--- src/wsr_pkg.sv ---
// shared types, codes and pulse mapping for the window servo ramp controller
// no dependencies
package wsr_pkg;

  localparam int THR_W = 12;
  localparam logic [THR_W-1:0] THR_RESET = 12'd2000;

  localparam logic [1:0] CMD_TICK  = 2'd0;
  localparam logic [1:0] CMD_MODE  = 2'd1;
  localparam logic [1:0] CMD_GAP   = 2'd2;
  localparam logic [1:0] CMD_STALL = 2'd3;

  localparam logic [1:0] MODE_CLOSED  = 2'd0;
  localparam logic [1:0] MODE_OPEN    = 2'd1;
  localparam logic [1:0] MODE_VENT    = 2'd2;
  localparam logic [1:0] MODE_INVALID = 2'd3;

  localparam logic [7:0] ANG_CLOSED = 8'd0;
  localparam logic [7:0] ANG_OPEN   = 8'd90;
  localparam logic [7:0] ANG_VENT   = 8'd180;

  localparam logic [6:0] GAP_MAX = 7'd100;

  localparam logic [2:0] ST_ACCEPTED = 3'd0;
  localparam logic [2:0] ST_BAD_MODE = 3'd1;
  localparam logic [2:0] ST_NOT_OPEN = 3'd2;
  localparam logic [2:0] ST_BUSY     = 3'd3;
  localparam logic [2:0] ST_STEPPED  = 3'd4;
  localparam logic [2:0] ST_DONE     = 3'd5;
  localparam logic [2:0] ST_ABORT    = 3'd6;
  localparam logic [2:0] ST_IDLE     = 3'd7;

  typedef struct packed {
    logic [1:0] command;
    logic [1:0] mode_request;
    logic [7:0] gap_request;
    logic       simulate_on;
  } item_t;

  typedef struct packed {
    logic [2:0]  status;
    logic [11:0] handle_pulse_us;
    logic [11:0] gap_pulse_us;
    logic [1:0]  window_mode_now;
    logic [6:0]  gap_percent_now;
    logic        stall_flag;
    logic        busy_res;
  } result_t;

  // 500 + 2000*a/180 = 500 + floor(100*a/9), reciprocal 7282/2^16 is exact for a < 256
  function automatic logic [11:0] pulse_of(logic [7:0] angle);
    logic [14:0] x;
    logic [27:0] p;
    x = 15'(angle) * 15'd100;
    p = 28'(x) * 28'd7282;
    return 12'd500 + p[27:16];
  endfunction

  // floor(pct*90/100) = floor(9*pct/10), reciprocal 205/2^11 is exact for pct <= 100
  function automatic logic [7:0] gap_goal_of(logic [6:0] pct);
    logic [9:0]  x;
    logic [17:0] p;
    x = 10'(pct) * 10'd9;
    p = 18'(x) * 18'd205;
    return {1'b0, p[17:11]};
  endfunction

endpackage

--- src/wsr_core.sv ---
// servo move state and per-item update logic
// depends on wsr_pkg
module wsr_core import wsr_pkg::*; #(
  parameter int SAMPLE_BITS = 12
) (
  input  logic                   clk,
  input  logic                   rst_n,
  input  logic                   step_en,
  input  item_t                  item,
  input  logic [SAMPLE_BITS-1:0] sample,
  input  logic                   cfg_we,
  input  logic [THR_W-1:0]       cfg_wdata,
  output result_t                res
);

  localparam int CMP_W = (SAMPLE_BITS > THR_W) ? SAMPLE_BITS : THR_W;

  typedef enum logic [1:0] {
    PH_IDLE   = 2'd0,
    PH_HANDLE = 2'd1,
    PH_GAP    = 2'd2,
    PH_CHAIN  = 2'd3
  } phase_t;

  phase_t           phase_r, phase_nxt;
  logic [THR_W-1:0] thr_r;
  logic [7:0]       handle_r, handle_nxt;
  logic [7:0]       gap_r, gap_nxt;
  logic [7:0]       next_r, next_nxt;
  logic [7:0]       goal_r, goal_nxt;
  logic [1:0]       pmode_r, pmode_nxt;
  logic [6:0]       pgap_r, pgap_nxt;
  logic [1:0]       mode_r, mode_nxt;
  logic [6:0]       pct_r, pct_nxt;
  logic             latch_r, latch_nxt;
  logic [2:0]       status;
  logic [6:0]       pct_req;
  logic [7:0]       mode_goal;
  logic             over;

  assign pct_req = (item.gap_request > 8'(GAP_MAX)) ? GAP_MAX : item.gap_request[6:0];
  assign over    = CMP_W'(sample) > CMP_W'(thr_r);

  always_comb begin
    case (item.mode_request)
      MODE_OPEN: mode_goal = ANG_OPEN;
      MODE_VENT: mode_goal = ANG_VENT;
      default:   mode_goal = ANG_CLOSED;
    endcase
  end

  always_comb begin
    phase_nxt  = phase_r;
    handle_nxt = handle_r;
    gap_nxt    = gap_r;
    next_nxt   = next_r;
    goal_nxt   = goal_r;
    pmode_nxt  = pmode_r;
    pgap_nxt   = pgap_r;
    mode_nxt   = mode_r;
    pct_nxt    = pct_r;
    latch_nxt  = latch_r;
    status     = ST_ACCEPTED;
    unique case (item.command)
      CMD_TICK: begin
        if (phase_r == PH_IDLE) begin
          status = ST_IDLE;
        end else begin
          if (phase_r == PH_HANDLE) begin
            handle_nxt = next_r;
          end else begin
            gap_nxt = next_r;
          end
          if (latch_r || over) begin
            latch_nxt = 1'b1;
            phase_nxt = PH_IDLE;
            status    = ST_ABORT;
          end else if (next_r == goal_r) begin
            status    = ST_DONE;
            phase_nxt = PH_IDLE;
            if (phase_r == PH_HANDLE) begin
              mode_nxt = pmode_r;
              if (pmode_r == MODE_CLOSED) begin
                pct_nxt = '0;
                // chained gap move back to zero
                if (gap_r != 8'd0) begin
                  phase_nxt = PH_CHAIN;
                  next_nxt  = gap_r;
                  goal_nxt  = 8'd0;
                end
              end
            end else if (phase_r == PH_GAP) begin
              pct_nxt = pgap_r;
            end
          end else begin
            next_nxt = (next_r < goal_r) ? next_r + 8'd1 : next_r - 8'd1;
            status   = ST_STEPPED;
          end
        end
      end
      CMD_MODE: begin
        if (phase_r != PH_IDLE) begin
          status = ST_BUSY;
        end else if (item.mode_request == MODE_INVALID) begin
          status = ST_BAD_MODE;
        end else begin
          pmode_nxt = item.mode_request;
          goal_nxt  = mode_goal;
          if (handle_r == mode_goal) begin
            mode_nxt = item.mode_request;
            if (item.mode_request == MODE_CLOSED) begin
              pct_nxt = '0;
              if (gap_r != 8'd0) begin
                phase_nxt = PH_CHAIN;
                next_nxt  = gap_r;
                goal_nxt  = 8'd0;
              end
            end
          end else begin
            phase_nxt = PH_HANDLE;
            next_nxt  = handle_r;
          end
        end
      end
      CMD_GAP: begin
        if (phase_r != PH_IDLE) begin
          status = ST_BUSY;
        end else if (mode_r != MODE_OPEN) begin
          status = ST_NOT_OPEN;
        end else begin
          pgap_nxt = pct_req;
          goal_nxt = gap_goal_of(pct_req);
          if (gap_r == gap_goal_of(pct_req)) begin
            pct_nxt = pct_req;
          end else begin
            phase_nxt = PH_GAP;
            next_nxt  = gap_r;
          end
        end
      end
      default: begin
        latch_nxt = item.simulate_on;
      end
    endcase
  end

  always_comb begin
    res.status          = status;
    res.handle_pulse_us = pulse_of(handle_nxt);
    res.gap_pulse_us    = pulse_of(gap_nxt);
    res.window_mode_now = mode_nxt;
    res.gap_percent_now = pct_nxt;
    res.stall_flag      = latch_nxt;
    res.busy_res        = (phase_nxt != PH_IDLE);
  end

  always_ff @(posedge clk) begin
    if (!rst_n) begin
      phase_r  <= PH_IDLE;
      thr_r    <= THR_RESET;
      handle_r <= '0;
      gap_r    <= '0;
      next_r   <= '0;
      goal_r   <= '0;
      pmode_r  <= MODE_CLOSED;
      pgap_r   <= '0;
      mode_r   <= MODE_CLOSED;
      pct_r    <= '0;
      latch_r  <= 1'b0;
    end else begin
      if (cfg_we) begin
        thr_r <= cfg_wdata;
      end
      if (step_en) begin
        phase_r  <= phase_nxt;
        handle_r <= handle_nxt;
        gap_r    <= gap_nxt;
        next_r   <= next_nxt;
        goal_r   <= goal_nxt;
        pmode_r  <= pmode_nxt;
        pgap_r   <= pgap_nxt;
        mode_r   <= mode_nxt;
        pct_r    <= pct_nxt;
        latch_r  <= latch_nxt;
      end
    end
  end

endmodule

--- src/window_servo_ramp_controller.sv ---
// top level: input register, update core and result register
// depends on wsr_pkg and wsr_core
//
//   channel  ports                                    direction  handshake
//   in       in_command .. in_simulate_on             to block   in_valid / in_stall
//   out      out_status .. out_busy_res               from block out_valid / out_stall
//   cfg      cfg_wr_en, cfg_wr_data (stall_threshold) to block   write enable, no wait
//
// one beat per cycle sustained while out_stall stays low; a taken beat waits in the input register,
// then the single-pass update writes its result into the result register
// rst_n is synchronous: it empties both registers, sets the threshold to 2000 and homes state
// out_stall holds the result register; the input register keeps taking a beat while
// the result register drains, and in_stall rises only when both are full and stalled
module window_servo_ramp_controller import wsr_pkg::*; #(
  parameter int SAMPLE_BITS = 12
) (
  input  logic                   clk,
  input  logic                   rst_n,
  input  logic                   in_valid,
  output logic                   in_stall,
  input  logic [1:0]             in_command,
  input  logic [1:0]             in_mode_request,
  input  logic [7:0]             in_gap_request,
  input  logic [SAMPLE_BITS-1:0] in_current_sample,
  input  logic                   in_simulate_on,
  output logic                   out_valid,
  input  logic                   out_stall,
  output logic [2:0]             out_status,
  output logic [11:0]            out_handle_pulse_us,
  output logic [11:0]            out_gap_pulse_us,
  output logic [1:0]             out_window_mode_now,
  output logic [6:0]             out_gap_percent_now,
  output logic                   out_stall_flag,
  output logic                   out_busy_res,
  input  logic                   cfg_wr_en,
  input  logic [THR_W-1:0]       cfg_wr_data
);

  logic                   in_v_r;
  item_t                  item_r;
  logic [SAMPLE_BITS-1:0] sample_r;
  logic                   out_v_r;
  result_t                res_r;
  result_t                res_nxt;
  logic                   step_en;
  logic                   in_take;

  assign step_en  = in_v_r && (!out_v_r || !out_stall);
  assign in_stall = in_v_r && !step_en;
  assign in_take  = in_valid && !in_stall;

  wsr_core #(
    .SAMPLE_BITS(SAMPLE_BITS)
  ) u_core (
    .clk      (clk),
    .rst_n    (rst_n),
    .step_en  (step_en),
    .item     (item_r),
    .sample   (sample_r),
    .cfg_we   (cfg_wr_en),
    .cfg_wdata(cfg_wr_data),
    .res      (res_nxt)
  );

  always_ff @(posedge clk) begin
    if (!rst_n) begin
      in_v_r  <= 1'b0;
      out_v_r <= 1'b0;
    end else begin
      if (in_take) begin
        in_v_r <= 1'b1;
      end else if (step_en) begin
        in_v_r <= 1'b0;
      end
      if (step_en) begin
        out_v_r <= 1'b1;
      end else if (!out_stall) begin
        out_v_r <= 1'b0;
      end
    end
  end

  // payload registers
  always_ff @(posedge clk) begin
    if (in_take) begin
      item_r.command      <= in_command;
      item_r.mode_request <= in_mode_request;
      item_r.gap_request  <= in_gap_request;
      item_r.simulate_on  <= in_simulate_on;
      sample_r            <= in_current_sample;
    end
    if (step_en) begin
      res_r <= res_nxt;
    end
  end

  assign out_valid           = out_v_r;
  assign out_status          = res_r.status;
  assign out_handle_pulse_us = res_r.handle_pulse_us;
  assign out_gap_pulse_us    = res_r.gap_pulse_us;
  assign out_window_mode_now = res_r.window_mode_now;
  assign out_gap_percent_now = res_r.gap_percent_now;
  assign out_stall_flag      = res_r.stall_flag;
  assign out_busy_res        = res_r.busy_res;

endmodule

--- config.mk ---
export PLATFORM = sky130hd
export DESIGN_NAME = window_servo_ramp_controller
export DESIGN_NICKNAME = d
export VERILOG_FILES = /design/src/wsr_pkg.sv /design/src/wsr_core.sv /design/src/window_servo_ramp_controller.sv
export SDC_FILE = /design/constraint.sdc
export NUM_CORES = 1
export LEC_CHECK = 0
export BUFFER_PORTS_ARGS = -buffer_cell sky130_fd_sc_hd__buf_2
export CAP_MARGIN = 20
export CORE_MARGIN = 3
export CORE_UTILIZATION = 46
export CTS_CLUSTER_DIAMETER = 80
export DETAILED_ROUTE_END_ITERATION = 10
export PLACE_DENSITY = 0.75
export SKIP_LAST_GASP = 1
export SYNTH_ARGS = -nofsm -noshare
export SYNTH_HDL_FRONTEND = slang
export SYNTH_SLANG_ARGS = --single-unit
--- constraint.sdc ---
create_clock -name clk -period 8.59 [get_ports clk]
set_input_delay 2.577 -clock clk [delete_from_list [all_inputs] [get_ports clk]]
set_output_delay 2.577 -clock clk [all_outputs]
set_load 0.01 [all_outputs]
==> flow_summary_export.csv <==
group,metric,value,unit
pwr,p_per_area,400,nW/µm²
setup_path,r2r-start,"item_r[12]",
cells_and_area,fin_util,0.549,
setup_path,cp.arrival,8550,ps
sta,worst_pin_slew,1240,ps
placement,dp.final_hpwl,27700,µm
setup_path,cp_num_buf_inv,10,
detailed_routing,viasPerCell,5.55,
cells_and_area,drive_above_1_share,0.172,
setup_path,required,8770,ps
setup_path,crit_top_cell,"ha_4",
synth,synth_edf_count,63,
clock_tree,cts_hold_buf,0,
floorplan,start_util,0.471,
worst_hold_path,holdPathStages,2,
floorplan,core-area,31900,µm²
global_routing,globalRouteOverflowTotal,0,
detailed_routing,drc,0,
global_routing,grtUsageTotal,0.204,
cells_and_area,final_common_cell,"ha_1",
pwr,leakagePower,8.67,nW
setup_path,ff2ff_path_depth,41,
floorplan,die-area,34900,µm²
floorplan,die_h,187,µm
clock_tree,cts_tree,"built",
synth,ys_types,82,
synth,syn_nets,2052,
pwr,power,0.00700,W
clock_tree,clockBufferDepth,2,
cells_and_area,fin_nets,2189,
detailed_routing,ant_nets,0,
placement,io_buffers,81,
setup_path,r2r_slack,220,ps
placement,gp_congestion,0.897,
worst_hold_path,hp-start,"u_core.goal_r[5]",
synth,synthFlopType,"dfxtp_1",
clock_tree,clkTransAtPathRegs,70,ps
synth,synth.avg_cell_area,9.16,µm²
synth,synthCells,1640,
synth,synth_top_family_by_area,"adder cells",
detailed_routing,drtPass1Iterations,5,
detailed_routing,drt_iter0_markers,753,
cells_and_area,design_area,17500,µm²
setup_path,crit_start,"item_r[12]",
synth,synthAdderAreaFrac,0.349,
clock_tree,h-tree-depth,4,
sta,slew_violations,0,
synth,yosys_register_bits,130,
setup_path,critPathTopFamily,"adder cells",
clock_tree,numCtsBuffers,17,
setup_path,worst-path-max-fanout,6,
synth,async_flop_share,0,
global_routing,grt_pass1_wl,59800,µm
setup_path,worst-path-stages,41,
setup_path,start_kind,"register",
sta,fin_crit,8370,ps
sta,setup_viol,0,
sta,max_freq,119,MHz
global_routing,grt_pass1_vias,12600,
setup_path,slowest_stage,"fa_1",
cells_and_area,area_growth,16.4,%
clock_tree,clock_sinks,130,
floorplan,rows,65,
synth,synth_compound_area_frac,0.160,
placement,place_area,16300,µm²
clock_tree,worstSkewPairLatency,440,ps
sta,whs,456,ps
detailed_routing,via_count,12300,
synth,yosys.area_share.simple,0.111,
sta,period_share,0.975,
global_routing,grt_antenna_before_repair,2,
cells_and_area,final_cell_mix,"ha_1 (277), inv_1 (242), nor2_1 (105), a21oi_1 (90), nand2_1 (84)",
floorplan,ios,82,
sta,finClkSkew,14.0,ps
worst_hold_path,hp-class,"register to register",
synth,synth_warnings,0,
sta,hold_violations,0,
setup_path,cp-end-kind,"register",
floorplan,die_x,187,µm
synth,synth_mux_area_frac,0.0224,
detailed_routing,wire_per_inst,16.4,µm
clock_tree,clockRootBuffer,"clkbuf_16",
sta,slew_headroom,0.167,
synth,ys_seq_area_frac,0.215,
pwr,ir_drop,952,µV
global_routing,grt_max_degree,65,
job,cap_violations,0,
outcome,outcome,"finished clean",
setup_path,critPathKind,"register to register",
setup_path,max_stage_delay,550,ps
synth,synth_xor_area_frac,0.0660,
detailed_routing,routed_wl,36400,µm
synth,synthesis.area,15000,µm²
## Yosys cell counts, types with 5 or more instances
cell type | number | area share
nor4_1 | 8 | 0.0033
a31oi_1 | 9 | 0.0037
nor3b_1 | 5 | 0.0025
a21oi_1 | 100 | 0.033
mux2_2 | 5 | 0.0037
dfxtp_1 | 67 | 0.089
xor2_1 | 34 | 0.020
nor2b_1 | 10 | 0.0042
or3_1 | 10 | 0.0042
nand4_1 | 14 | 0.0058
o211ai_1 | 10 | 0.0050
a221oi_1 | 5 | 0.0029
a311oi_1 | 7 | 0.0041
edfxtp_1 | 63 | 0.13
nor2_1 | 110 | 0.027
clkbuf_1 | 42 | 0.010
o21ai_0 | 59 | 0.020
and2_1 | 11 | 0.0046
o21bai_1 | 12 | 0.0060
fa_1 | 78 | 0.10
a211oi_1 | 36 | 0.018
nand2_1 | 86 | 0.021
o31ai_1 | 9 | 0.0045
and3_1 | 13 | 0.0054
mux2i_1 | 28 | 0.019
xnor2_1 | 74 | 0.043
o2111ai_1 | 5 | 0.0029
or2_2 | 10 | 0.0042
o21a_1 | 11 | 0.0055
a21o_1 | 25 | 0.012
nand3_1 | 30 | 0.010
nor3_1 | 12 | 0.0040
o22ai_1 | 5 | 0.0021
ha_1 | 292 | 0.24
a41o_1 | 5 | 0.0033
inv_1 | 253 | 0.063
## final timing paths
kind,to
setup / recovery,out_handle_pulse_us[11]
hold / removal,u_core.goal_r[5]
setup reg to reg,out_handle_pulse_us[11]
hold reg to reg,u_core.goal_r[5]
## layer usage
layer  track usage  share of wire  up-vias
met4        0.0605          0.021        0
met1         0.260           0.44     5946
met5             0              0        -
met3        0.0265          0.042       74
li1              -              -     6010
met2         0.363           0.50      315
## state kept, by name, indices dropped and copies added (netlist names), 8 cells and up
register and cells:
out_handle_pulse_us 12, out_gap_pulse_us 12, item_r 13, u_core.goal_r 8
u_core.next_r 8, u_core.handle_r 8, u_core.thr_r 12, u_core.gap_r 8
sample_r 12
## kinds of logic after synthesis
logic type / after synthesis
buffers and inverters: 302
multiplexers: 33
adder cells (fa/ha/maj): 372
XOR/XNOR: 110
AO/OA/AOI/OAI: 352
flip-flops: 130
AND/OR/NAND/NOR: 341
## power by group
part	switching, W	total, W	internal, W
Sequential	0.0000360	0.000911	0.000875
Combinational	0.00294	0.00535	0.00241
Clock	0.000314	0.000737	0.000422
Total	0.00329	0.00700	0.00371
## final cells by class
class | instances | area (µm²)
clock inverters | 11 | 100
inverters | 253 | 950
diodes | 2 | 5.00
clock buffers | 20 | 468
multi-input cells | 1208 | 11100
fillers | 2790 | 14400
flip-flops and latches | 130 | 3230
well taps | 435 | 544
repair buffers | 167 | 1070
## worst min-delay path, delay by kind of cell, from the launching register on
kind / cells / cell delay, ps
simple gates: 1 / 50
compound gates: 1 / 50
flops: 1 / 310
## repair_timing
action	CTS	global route
pin swaps	6	40
setup buffers	6	18
gates resized for setup	14	66
endpoints found under the hold margin	0	0
setup endpoints to repair	6	13
## metrics by stage
stage	setup TNS, ps	cells	setup slack (ps)
floorplan	-23.5	1640	-23.5
global placement	0	2169	71.2
detailed placement	-717	2169	-267
CTS	-42.0	2206	-25.2
global route	-604	2226	-193
finish	0	2226	217
No activity file was read; power rests on OpenSTA's default activity.
